**src/rtl/ube_pkg.sv**
```systemverilog
package ube_pkg;

  localparam int unsigned UBE_QUEUE_DEPTH = 2;
  localparam int unsigned UBE_IDX_W       = 3;

  typedef enum logic [1:0] {
    CLS_SAFE  = 2'd0,
    CLS_AMP   = 2'd1,
    CLS_QUOTE = 2'd2,
    CLS_PCT   = 2'd3
  } cls_t;

  typedef struct packed {
    logic [7:0] data;
    cls_t       cls;
    logic       text_end;
  } entry_t;

  localparam logic [7:0] AMP_SEQ   [5] = '{8'h26, 8'h61, 8'h6D, 8'h70, 8'h3B};
  localparam logic [7:0] QUOTE_SEQ [6] = '{8'h26, 8'h23, 8'h78, 8'h32, 8'h37, 8'h3B};
  localparam logic [7:0] HEX_DIGIT [16] = '{
    8'h30, 8'h31, 8'h32, 8'h33, 8'h34, 8'h35, 8'h36, 8'h37,
    8'h38, 8'h39, 8'h41, 8'h42, 8'h43, 8'h44, 8'h45, 8'h46
  };
  localparam logic [7:0] CHR_PCT = 8'h25;
  localparam logic [7:0] CHR_AMP = 8'h26;
  localparam logic [7:0] CHR_QUO = 8'h27;

  function automatic logic byte_is_safe(input logic [7:0] c);
    logic safe;
    safe = 1'b0;
    if (c >= 8'h30 && c <= 8'h39) safe = 1'b1;
    if (c >= 8'h41 && c <= 8'h5A) safe = 1'b1;
    if (c >= 8'h61 && c <= 8'h7A) safe = 1'b1;
    case (c)
      8'h2D, 8'h5F, 8'h2E, 8'h2B, 8'h21, 8'h2A, 8'h28, 8'h29, 8'h2C,
      8'h25, 8'h23, 8'h40, 8'h3F, 8'h3D, 8'h3B, 8'h3A, 8'h2F, 8'h24: safe = 1'b1;
      default: ;
    endcase
    return safe;
  endfunction

  // index of the final beat of a run
  function automatic logic [UBE_IDX_W-1:0] run_last_idx(input cls_t cls);
    logic [UBE_IDX_W-1:0] r;
    case (cls)
      CLS_SAFE:  r = UBE_IDX_W'(0);
      CLS_AMP:   r = UBE_IDX_W'(4);
      CLS_QUOTE: r = UBE_IDX_W'(5);
      CLS_PCT:   r = UBE_IDX_W'(2);
      default:   r = UBE_IDX_W'(0);
    endcase
    return r;
  endfunction

  function automatic logic [7:0] seq_byte(input entry_t e, input logic [UBE_IDX_W-1:0] idx);
    logic [7:0] b;
    b = e.data;
    case (e.cls)
      CLS_SAFE:  b = e.data;
      CLS_AMP:   b = (idx < UBE_IDX_W'(5)) ? AMP_SEQ[idx] : AMP_SEQ[4];
      CLS_QUOTE: b = (idx < UBE_IDX_W'(6)) ? QUOTE_SEQ[idx] : QUOTE_SEQ[5];
      CLS_PCT: begin
        case (idx)
          UBE_IDX_W'(0): b = CHR_PCT;
          UBE_IDX_W'(1): b = HEX_DIGIT[e.data[7:4]];
          default:       b = HEX_DIGIT[e.data[3:0]];
        endcase
      end
      default:   b = e.data;
    endcase
    return b;
  endfunction

endpackage

```
**src/rtl/ube_front.sv**
```systemverilog
module ube_front (
  input  logic [7:0]      in_byte,
  input  logic            in_text_end,
  output ube_pkg::entry_t entry
);
  import ube_pkg::*;

  cls_t cls;

  always_comb begin
    if (byte_is_safe(in_byte)) begin
      cls = CLS_SAFE;
    end else if (in_byte == CHR_AMP) begin
      cls = CLS_AMP;
    end else if (in_byte == CHR_QUO) begin
      cls = CLS_QUOTE;
    end else begin
      cls = CLS_PCT;
    end
  end

  assign entry = '{data: in_byte, cls: cls, text_end: in_text_end};

endmodule

```
**src/rtl/ube_queue.sv**
```systemverilog
module ube_queue #(
  parameter int unsigned Depth = ube_pkg::UBE_QUEUE_DEPTH
) (
  input  logic            clk,
  input  logic            rst,
  input  logic            wr_en,
  input  ube_pkg::entry_t wr_data,
  output logic            full,
  input  logic            rd_en,
  output ube_pkg::entry_t rd_data,
  output logic            empty
);
  import ube_pkg::*;

  localparam int unsigned PtrW = (Depth > 1) ? $clog2(Depth) : 1;
  localparam int unsigned CntW = $clog2(Depth + 1);

  entry_t            mem [Depth];
  logic [PtrW-1:0]   wr_ptr;
  logic [PtrW-1:0]   rd_ptr;
  logic [CntW-1:0]   count;
  logic              do_wr;
  logic              do_rd;

  function automatic logic [PtrW-1:0] ptr_inc(input logic [PtrW-1:0] p);
    return (p == PtrW'(Depth - 1)) ? '0 : p + PtrW'(1);
  endfunction

  assign full    = (count == CntW'(Depth));
  assign empty   = (count == '0);
  assign do_wr   = wr_en && !full;
  assign do_rd   = rd_en && !empty;
  assign rd_data = mem[rd_ptr];

  always_ff @(posedge clk) begin
    if (do_wr) begin
      mem[wr_ptr] <= wr_data;
    end
  end

  always_ff @(posedge clk) begin
    if (rst) begin
      wr_ptr <= '0;
      rd_ptr <= '0;
      count  <= '0;
    end else begin
      if (do_wr) wr_ptr <= ptr_inc(wr_ptr);
      if (do_rd) rd_ptr <= ptr_inc(rd_ptr);
      if (do_wr && !do_rd) begin
        count <= count + CntW'(1);
      end else if (do_rd && !do_wr) begin
        count <= count - CntW'(1);
      end
    end
  end

endmodule

```
**src/rtl/ube_back.sv**
```systemverilog
module ube_back (
  input  logic                          clk,
  input  logic                          rst,
  input  ube_pkg::entry_t               head,
  input  logic                          head_valid,
  output logic                          head_done,
  output logic [ube_pkg::UBE_IDX_W-1:0] idx,
  output logic [7:0]                    out_byte,
  output logic                          out_run_last,
  output logic                          out_text_end,
  output logic                          empty,
  input  logic                          pop
);
  import ube_pkg::*;

  logic beat;
  logic at_last;

  assign at_last      = (idx == run_last_idx(head.cls));
  assign beat         = pop && head_valid;
  assign head_done    = beat && at_last;
  assign empty        = !head_valid;
  assign out_byte     = seq_byte(head, idx);
  assign out_run_last = at_last;
  assign out_text_end = at_last && head.text_end;

  always_ff @(posedge clk) begin
    if (rst) begin
      idx <= '0;
    end else if (beat) begin
      idx <= at_last ? '0 : idx + UBE_IDX_W'(1);
    end
  end

endmodule

```
**src/rtl/url_href_byte_escaper_top.sv**
```systemverilog
// URL escaper for link targets: each text byte becomes one to six bytes.
// Input side is a queue write port: present in_byte/in_text_end with push,
// the beat is taken on a clock edge where push is high and full is low.
// Output side is a queue read port: while empty is low the current result
// beat sits on out_byte/out_run_last/out_text_end; pop takes it.
// Safe bytes give one beat, '&' gives five, the single quote six, and any
// other byte three ('%' and two uppercase hex digits).
// A pushed byte is registered in the queue and comes out in push order.
// Throughput: one input byte per cycle while bytes are safe and pop is
// held; an expanding byte holds the back end for its run length, so the
// output side runs at one beat per cycle and the input side is bounded
// by the total run length of the bytes in flight.
// The classifier and the sequencer are split by a QueueDepth-entry queue;
// full rises only when that queue fills, so input continues while a
// result waits to be popped.
// Reset (rst, synchronous) empties the queue and rewinds the sequencer.
// If pop stays low, results hold and full follows once the queue fills.
module url_href_byte_escaper_top #(
  parameter int unsigned QueueDepth = ube_pkg::UBE_QUEUE_DEPTH
) (
  input  logic       clk,
  input  logic       rst,
  input  logic       push,
  output logic       full,
  input  logic [7:0] in_byte,
  input  logic       in_text_end,
  output logic       empty,
  input  logic       pop,
  output logic [7:0] out_byte,
  output logic       out_run_last,
  output logic       out_text_end
);
  import ube_pkg::*;

  entry_t                 front_entry;
  entry_t                 head;
  logic                   q_empty;
  logic                   head_done;
  logic [UBE_IDX_W-1:0]   idx;

  ube_front u_front (
    .in_byte     (in_byte),
    .in_text_end (in_text_end),
    .entry       (front_entry)
  );

  ube_queue #(
    .Depth (QueueDepth)
  ) u_queue (
    .clk     (clk),
    .rst     (rst),
    .wr_en   (push),
    .wr_data (front_entry),
    .full    (full),
    .rd_en   (head_done),
    .rd_data (head),
    .empty   (q_empty)
  );

  ube_back u_back (
    .clk          (clk),
    .rst          (rst),
    .head         (head),
    .head_valid   (!q_empty),
    .head_done    (head_done),
    .idx          (idx),
    .out_byte     (out_byte),
    .out_run_last (out_run_last),
    .out_text_end (out_text_end),
    .empty        (empty),
    .pop          (pop)
  );

  // mid-run the head entry must still be present
  a_mid_run_head : assert property (@(posedge clk) disable iff (rst)
    (idx != '0) |-> !q_empty)
    else $error("sequencer mid-run with empty queue");

  a_end_on_last : assert property (@(posedge clk) disable iff (rst)
    (!empty && out_text_end) |-> out_run_last)
    else $error("text end flagged before end of run");

  a_idx_in_run : assert property (@(posedge clk) disable iff (rst)
    !q_empty |-> (idx <= run_last_idx(head.cls)))
    else $error("run index beyond run length");

  a_hold_mid_run : assert property (@(posedge clk) disable iff (rst)
    (!empty && !pop && idx != '0) |=> (idx == $past(idx)))
    else $error("run index moved without a beat");

endmodule
```
**config.mk**
```make
export PLATFORM = sky130hd
export DESIGN_NAME = url_href_byte_escaper_top
export DESIGN_NICKNAME = d
export VERILOG_FILES = /design/src/rtl/ube_pkg.sv /design/src/rtl/ube_front.sv /design/src/rtl/ube_queue.sv /design/src/rtl/ube_back.sv /design/src/rtl/url_href_byte_escaper_top.sv
export SDC_FILE = /design/constraint.sdc
export NUM_CORES = 1
export LEC_CHECK = 0
export BUFFER_PORTS_ARGS = -buffer_cell sky130_fd_sc_hd__buf_4
export CAP_MARGIN = 20
export CORE_UTILIZATION = 45
export DETAILED_ROUTE_END_ITERATION = 10
export RECOVER_POWER = 25
export SYNTH_ARGS = -nofsm -noshare
export SYNTH_HDL_FRONTEND = slang
export SYNTH_SLANG_ARGS = --single-unit
```
**constraint.sdc**
```tcl
create_clock -name clk -period 6.65 [get_ports clk]
set_input_delay 0.3325 -clock clk [delete_from_list [all_inputs] [get_ports clk]]
set_output_delay 0.3325 -clock clk [all_outputs]
set_load 0.1 [all_outputs]
```
Yosys cells after proc, flatten, opt, wreduce, memory -nomap -nowiden
Memories as Yosys holds them, arrays and structs flattened. A register that Yosys moved wholly into a read port is not among the register bits.
Cells that the tools add are included.

storage, ports and cells
  input bits = 13
  register bits after elaboration = 7
  RAM bits = 22
  word-level logic and storage cells = 102
  memories = 5
  output and inout bits = 12
  memory bits (read-only) = 384

cells by class
  eq/ne operators = 26
  order comparisons = 11
  reductions and logical operators = 19
  bitwise gates (word level) = 3
  add/sub/neg operators = 5
  multiplexer cells = 29

memories
  name              depth  bits a word  rd ports  clocked after Yosys merged registers in  write ports  RTL line         source
  (name not given)  16     8            1         0                                        0            ube_pkg.sv:67    default: b = HEX_DIGIT[e.data[3:0]];
  (name not given)  16     8            1         0                                        0            ube_pkg.sv:66    UBE_IDX_W'(1): b = HEX_DIGIT[e.data[7:4]];
  (name not given)  8      8            1         0                                        0            ube_pkg.sv:62    CLS_QUOTE: b = (idx < UBE_IDX_W'(6)) ? QUOTE_SEQ[idx] : QUOTE_SEQ[5];
  (name not given)  8      8            1         0                                        0            ube_pkg.sv:61    CLS_AMP: b = (idx < UBE_IDX_W'(5)) ? AMP_SEQ[idx] : AMP_SEQ[4];
  u_queue.mem       2      11           1         1                                        1            ube_queue.sv:18  entry_t mem [Depth];

operators by type and width
  kind                   count
  $eq A8 B6 Y1 const B   18
  $mux W8                10
  $pmux W8 S4            1
  $reduce_or A18 Y1      1
  $eq A8 B7 Y1 const B   2
  $ge A8 B7 Y1 const B   2
  $le A8 B7 Y1 const B   2
  $pmux W8 S2            1
  $pmux W3 S4            1
  $mux W1                11
  $ge A5 B5 Y1 const B   2
  $logic_and A1 B1 Y1    10
  $not A4 Y5             2
  $ge A8 B6 Y1 const B   1
  $le A8 B6 Y1 const B   1
  $mux W2                4
  $eq A2 B2 Y1 const B   3
  $lt A3 B3 Y1 const B   2
  $ge A4 B4 Y1 const B   1
  $logic_not A1 Y1       4
  $logic_not A2 Y1       2
  $not A3 Y4             1
  $add A3 B1 Y3 const B  1
  $eq A3 B1 Y1 const B   1
  other kinds (8)        9

Longest topological paths before layout
  depth in word-level cells = 8
  gate-level depth with buffers = 14
  depth with buffers taken out = 11

Modules after synthesis
A second synthesis with hierarchy kept.

unflattened totals
  cell total of the unflattened synthesis = 218
  area total of the unflattened synthesis = 2144.6 µm²

modules (own cells, without submodules)
  module                     sequential area each (µm²)  area each (µm²)  cells each  times used
  ube_queue                  760.7                       1007.2           59          1
  ube_back                   60.1                        890.9            123         1
  ube_front                  0.0                         242.7            35          1
  url_href_byte_escaper_top  0.0                         3.8              1           1

Least setup slack after synthesis
No wires, ideal clock.

  path type = register to output
  start point = reg (tool-made name)
  end point = out out_byte[5]
  arrival time = 4.415 ns
  data required time = 6.318 ns
  cell stages (with the launch flop) = 9
  path buffers = 3
  setup slack = 1.902 ns
  cell sequence = dfxtp_1 buf_4 buf_2 mux2i_1 inv_1 ha_1 buf_2 inv_1 o41ai_1

RTL lines
  element    RTL line                         source
  to (decl)  url_href_byte_escaper_top.sv:29  output logic [7:0] out_byte,

==> flow_metrics.py <==
metrics = {
    "final_layout": {
        "final_cells": 296,
        "multi_input_area_mm2": 0.00110,
        "seq_area_um2": 821,
        "fillers": 427,
        "insertedDiodeCount": 0,
        "area_growth_pct": 12.7,
        "fin_nets": 272,
        "drive_above_1_share_pct": 13.1,
    },
    "yosys": {
        "synth_area_mm2": 0.00204,
        "async_flop_share_pct": 0,
        "synth_edf_count": 22,
        "synth_top_cell_by_area": "edfxtp_1",
        "syn_area_per_cell_um2": 9.25,
        "synthCells": 221,
        "synth.area.top_cells": "edfxtp_1, ha_1, dfxtp_1, mux2i_1, a21oi_1",
        "synth.distinct_cells": 48,
        "seq_area_frac_synth_pct": 40.1,
        "syn_nets": 250,
        "yosys_most_used_dff": "edfxtp_1",
        "synth_top_area_share_pct": 32.3,
        "ys_warn_count": 0,
        "ys_ff_latch": 30,
    },
    "global_route": {
        "grt_pass1_vias": 1503,
        "grtUsageMet1_pct": 24.9,
        "grt_start_max_net_pins": 21,
        "use_met3_pct": 4.36,
        "top_usage_layer": "met2",
        "grtUsageMet2_pct": 28.5,
        "grt_pass1_wl_um": 7020,
        "grt_usage_pct": 18.3,
        "grt_overflow": 0,
        "antenna_found_initial": 0,
    },
    "place": {
        "portBuffers": 24,
        "hpwl_um": 3070,
        "dp_cells": 288,
        "dp_slack_ns": 3.43,
        "gp_congestion": 0.812,
    },
    "floorplan": {
        "start_util_pct": 47.0,
        "die_w_um": 69.4,
        "core-area_mm2": 0.00435,
        "die_h_um": 69.4,
        "fp.dieArea_mm2": 0.00482,
        "num_io_pins": 25,
        "rows": 24,
    },
    "clock_tree": {
        "insertion_delay_ns": 0.27,
        "cts_tree": "yes",
        "ctsResizeCount": 0,
        "cts_buffers": 5,
        "cts_buffer_depth": 2,
        "htreeDepth": 2,
        "ctsHoldBuffers": 0,
        "cts.sinks": 30,
        "clk_pin_slew_ns": 0.06,
        "post-cts-setup-buffer-count": 0,
        "cts_root_buf": "clkbuf_8",
    },
    "timing": {
        "layout_min_cycle_time_ns": 3.36,
        "setup_viol": 0,
        "tns_ns": 0,
        "maxSlewHeadroom_pct": 40.5,
        "worst_slack_ns": 3.29,
        "worstMarginPinSlew_ns": 0.889,
        "max_freq_ghz": 0.297,
        "slew_violations": 0,
        "hold_violations": 0,
        "skew_ns": 0.00695,
        "fin_crit_sh_pct": 50.5,
        "rsz0062_at_grt": "no",
    },
    "critical_path": {
        "crit_type": "flip-flop to output port",
        "crit_chain": "mux2i_1 -> ha_1 -> mux2i_1 -> mux2i_1 -> a2111oi_0 -> o21ai_0 -> buf_4",
        "max_stage_delay_ns": 0.88,
        "worstSetupStartpointType": "flip-flop",
        "cp_max_fo": 20,
        "cp_data_required_time_ns": 6.32,
        "worstSetupEndpointType": "output port",
        "crit_path_frequent_cell": "mux2i_1",
        "arrival_ns": 3.03,
        "crit_path_top_delay_cell": "dfxtp_1",
    },
    "detailed_routing": {
        "wl_per_cell_um": 13.7,
        "drc": 0,
        "vias_per_cell": 5.45,
        "wirelength_um": 4050,
        "drtAntennaViolNets": 0,
        "first_pass_iters": 4,
        "vias": 1612,
        "drt_iter0_drc": 104,
    },
    "pwr": {
        "leakage_nw": 0.890,
        "power_density_mw_per_mm2": 448,
        "irDropWorstVdd_mv": 0.213,
    },
    "min_path": {
        "worstHoldPathType": "input port to flip-flop",
    },
    "job": {
        "drv_cap": 0,
    },
    "outcome": {
        "outcome": "completed",
    },
}
## synth_stat cells, types with 2 or more instances
master,number
a21boi_1,2
a22oi_1,3
nor3_1,5
xor2_1,4
edfxtp_1,22
inv_1,21
o21ai_0,11
mux2i_1,12
a311oi_1,2
a21oi_1,19
nand3_1,7
o211ai_1,2
clkbuf_1,5
buf_2,2
mux2_2,5
nor2_1,23
ha_1,16
nor2b_1,4
nand2_1,17
dfxtp_1,8
xnor2_1,3
a2111oi_0,2
## cells in the final DEF (no fill, tap or decap), drive strengths merged, types with 7 or more instances in the layout
cell type and n:
nor2 23, nand3 7, nand2 17, dfxtp 8, ha 16, edfxtp 22
buf 16, clkbuf 14, inv 21, mux2i 13, o21ai 11, a21oi 19
## area by class of cell
| class | count | share of cell area (%) |
|---|---|---|
| multi-input combinational | 161 | 47.9 |
| sequential | 30 | 35.6 |
| timing repair buffer | 24 | 6.68 |
| inverter | 21 | 3.42 |
| clock buffer | 6 | 3.15 |
| tap | 52 | 2.82 |
| clock inverter | 2 | 0.380 |
## cells by family (layout without fill, tap and decap cells)
| family | Yosys count | count (layout) | synth area share [%] |
|---|---|---|---|
| AO/OA/AOI/OAI | 54 | 54 | 16.8 |
| XOR/XNOR | 7 | 7 | 3.00 |
| adder cells (fa/ha/maj) | 16 | 16 | 9.79 |
| buffers and inverters | 30 | 53 | 5.81 |
| flip-flops | 30 | 30 | 40.1 |
| multiplexers | 18 | 18 | 9.30 |
| AND/OR/NAND/NOR | 66 | 66 | 15.2 |
## worst paths after layout
check | startpoint | to | slack (ns) | depth (start not counted)
worst min register to register | u_queue.rd_ptr | flip-flop | 0.51 | 2
worst max register to register | flip-flop | u_queue.count[1] | 3.45 | 10
worst min-delay path | in_text_end | u_queue.mem[0][0] | 0.27 | 1
worst max-delay path | flip-flop | out_byte[0] | 3.29 | 7
## report_power, final
group	switching, mW	total (mW)	internal [mW]
Clock	0.0604	0.132	0.0716
Sequential	0.0349	0.279	0.244
Combinational	0.459	0.621	0.163
## flip-flops by register name, summed over array words and instances (netlist names), named ones only
| name | flops |
|---|---|
| u_queue.rd_ptr | 1 |
| u_queue.count | 2 |
| u_back.idx | 3 |
| u_queue.mem | 22 |
| u_queue.wr_ptr | 1 |
## worst max-delay path, delay by kind of cell, from the launching register on
family / cells / cell delay, ns
DFF: 1 / 0.88
muxes: 3 / 0.73
AOI/OAI and AO/OA: 2 / 0.57
adders and majority gates: 1 / 0.33
buffers and inverters: 1 / 0.25
## per-layer routing
metal	wire length, um	share of wire (%)
met5	0	0
met2	1840	46
met1	2050	51
met3	115	2.8
met4	43	1.1
## per-stage QoR
step	utilization [%]	area, um^2	power [mW]	hold WS (ns)
floorplan	-	2040	0.782	0.431
detailed placement	51.7	2250	0.906	0.490
global route	52.9	2300	1.10	0.243
global placement	51.7	2250	0.908	0.497
finish	52.9	2300	1.03	0.265
CTS	53.5	2330	1.04	0.232
Power figures use the tool's default switching activity.
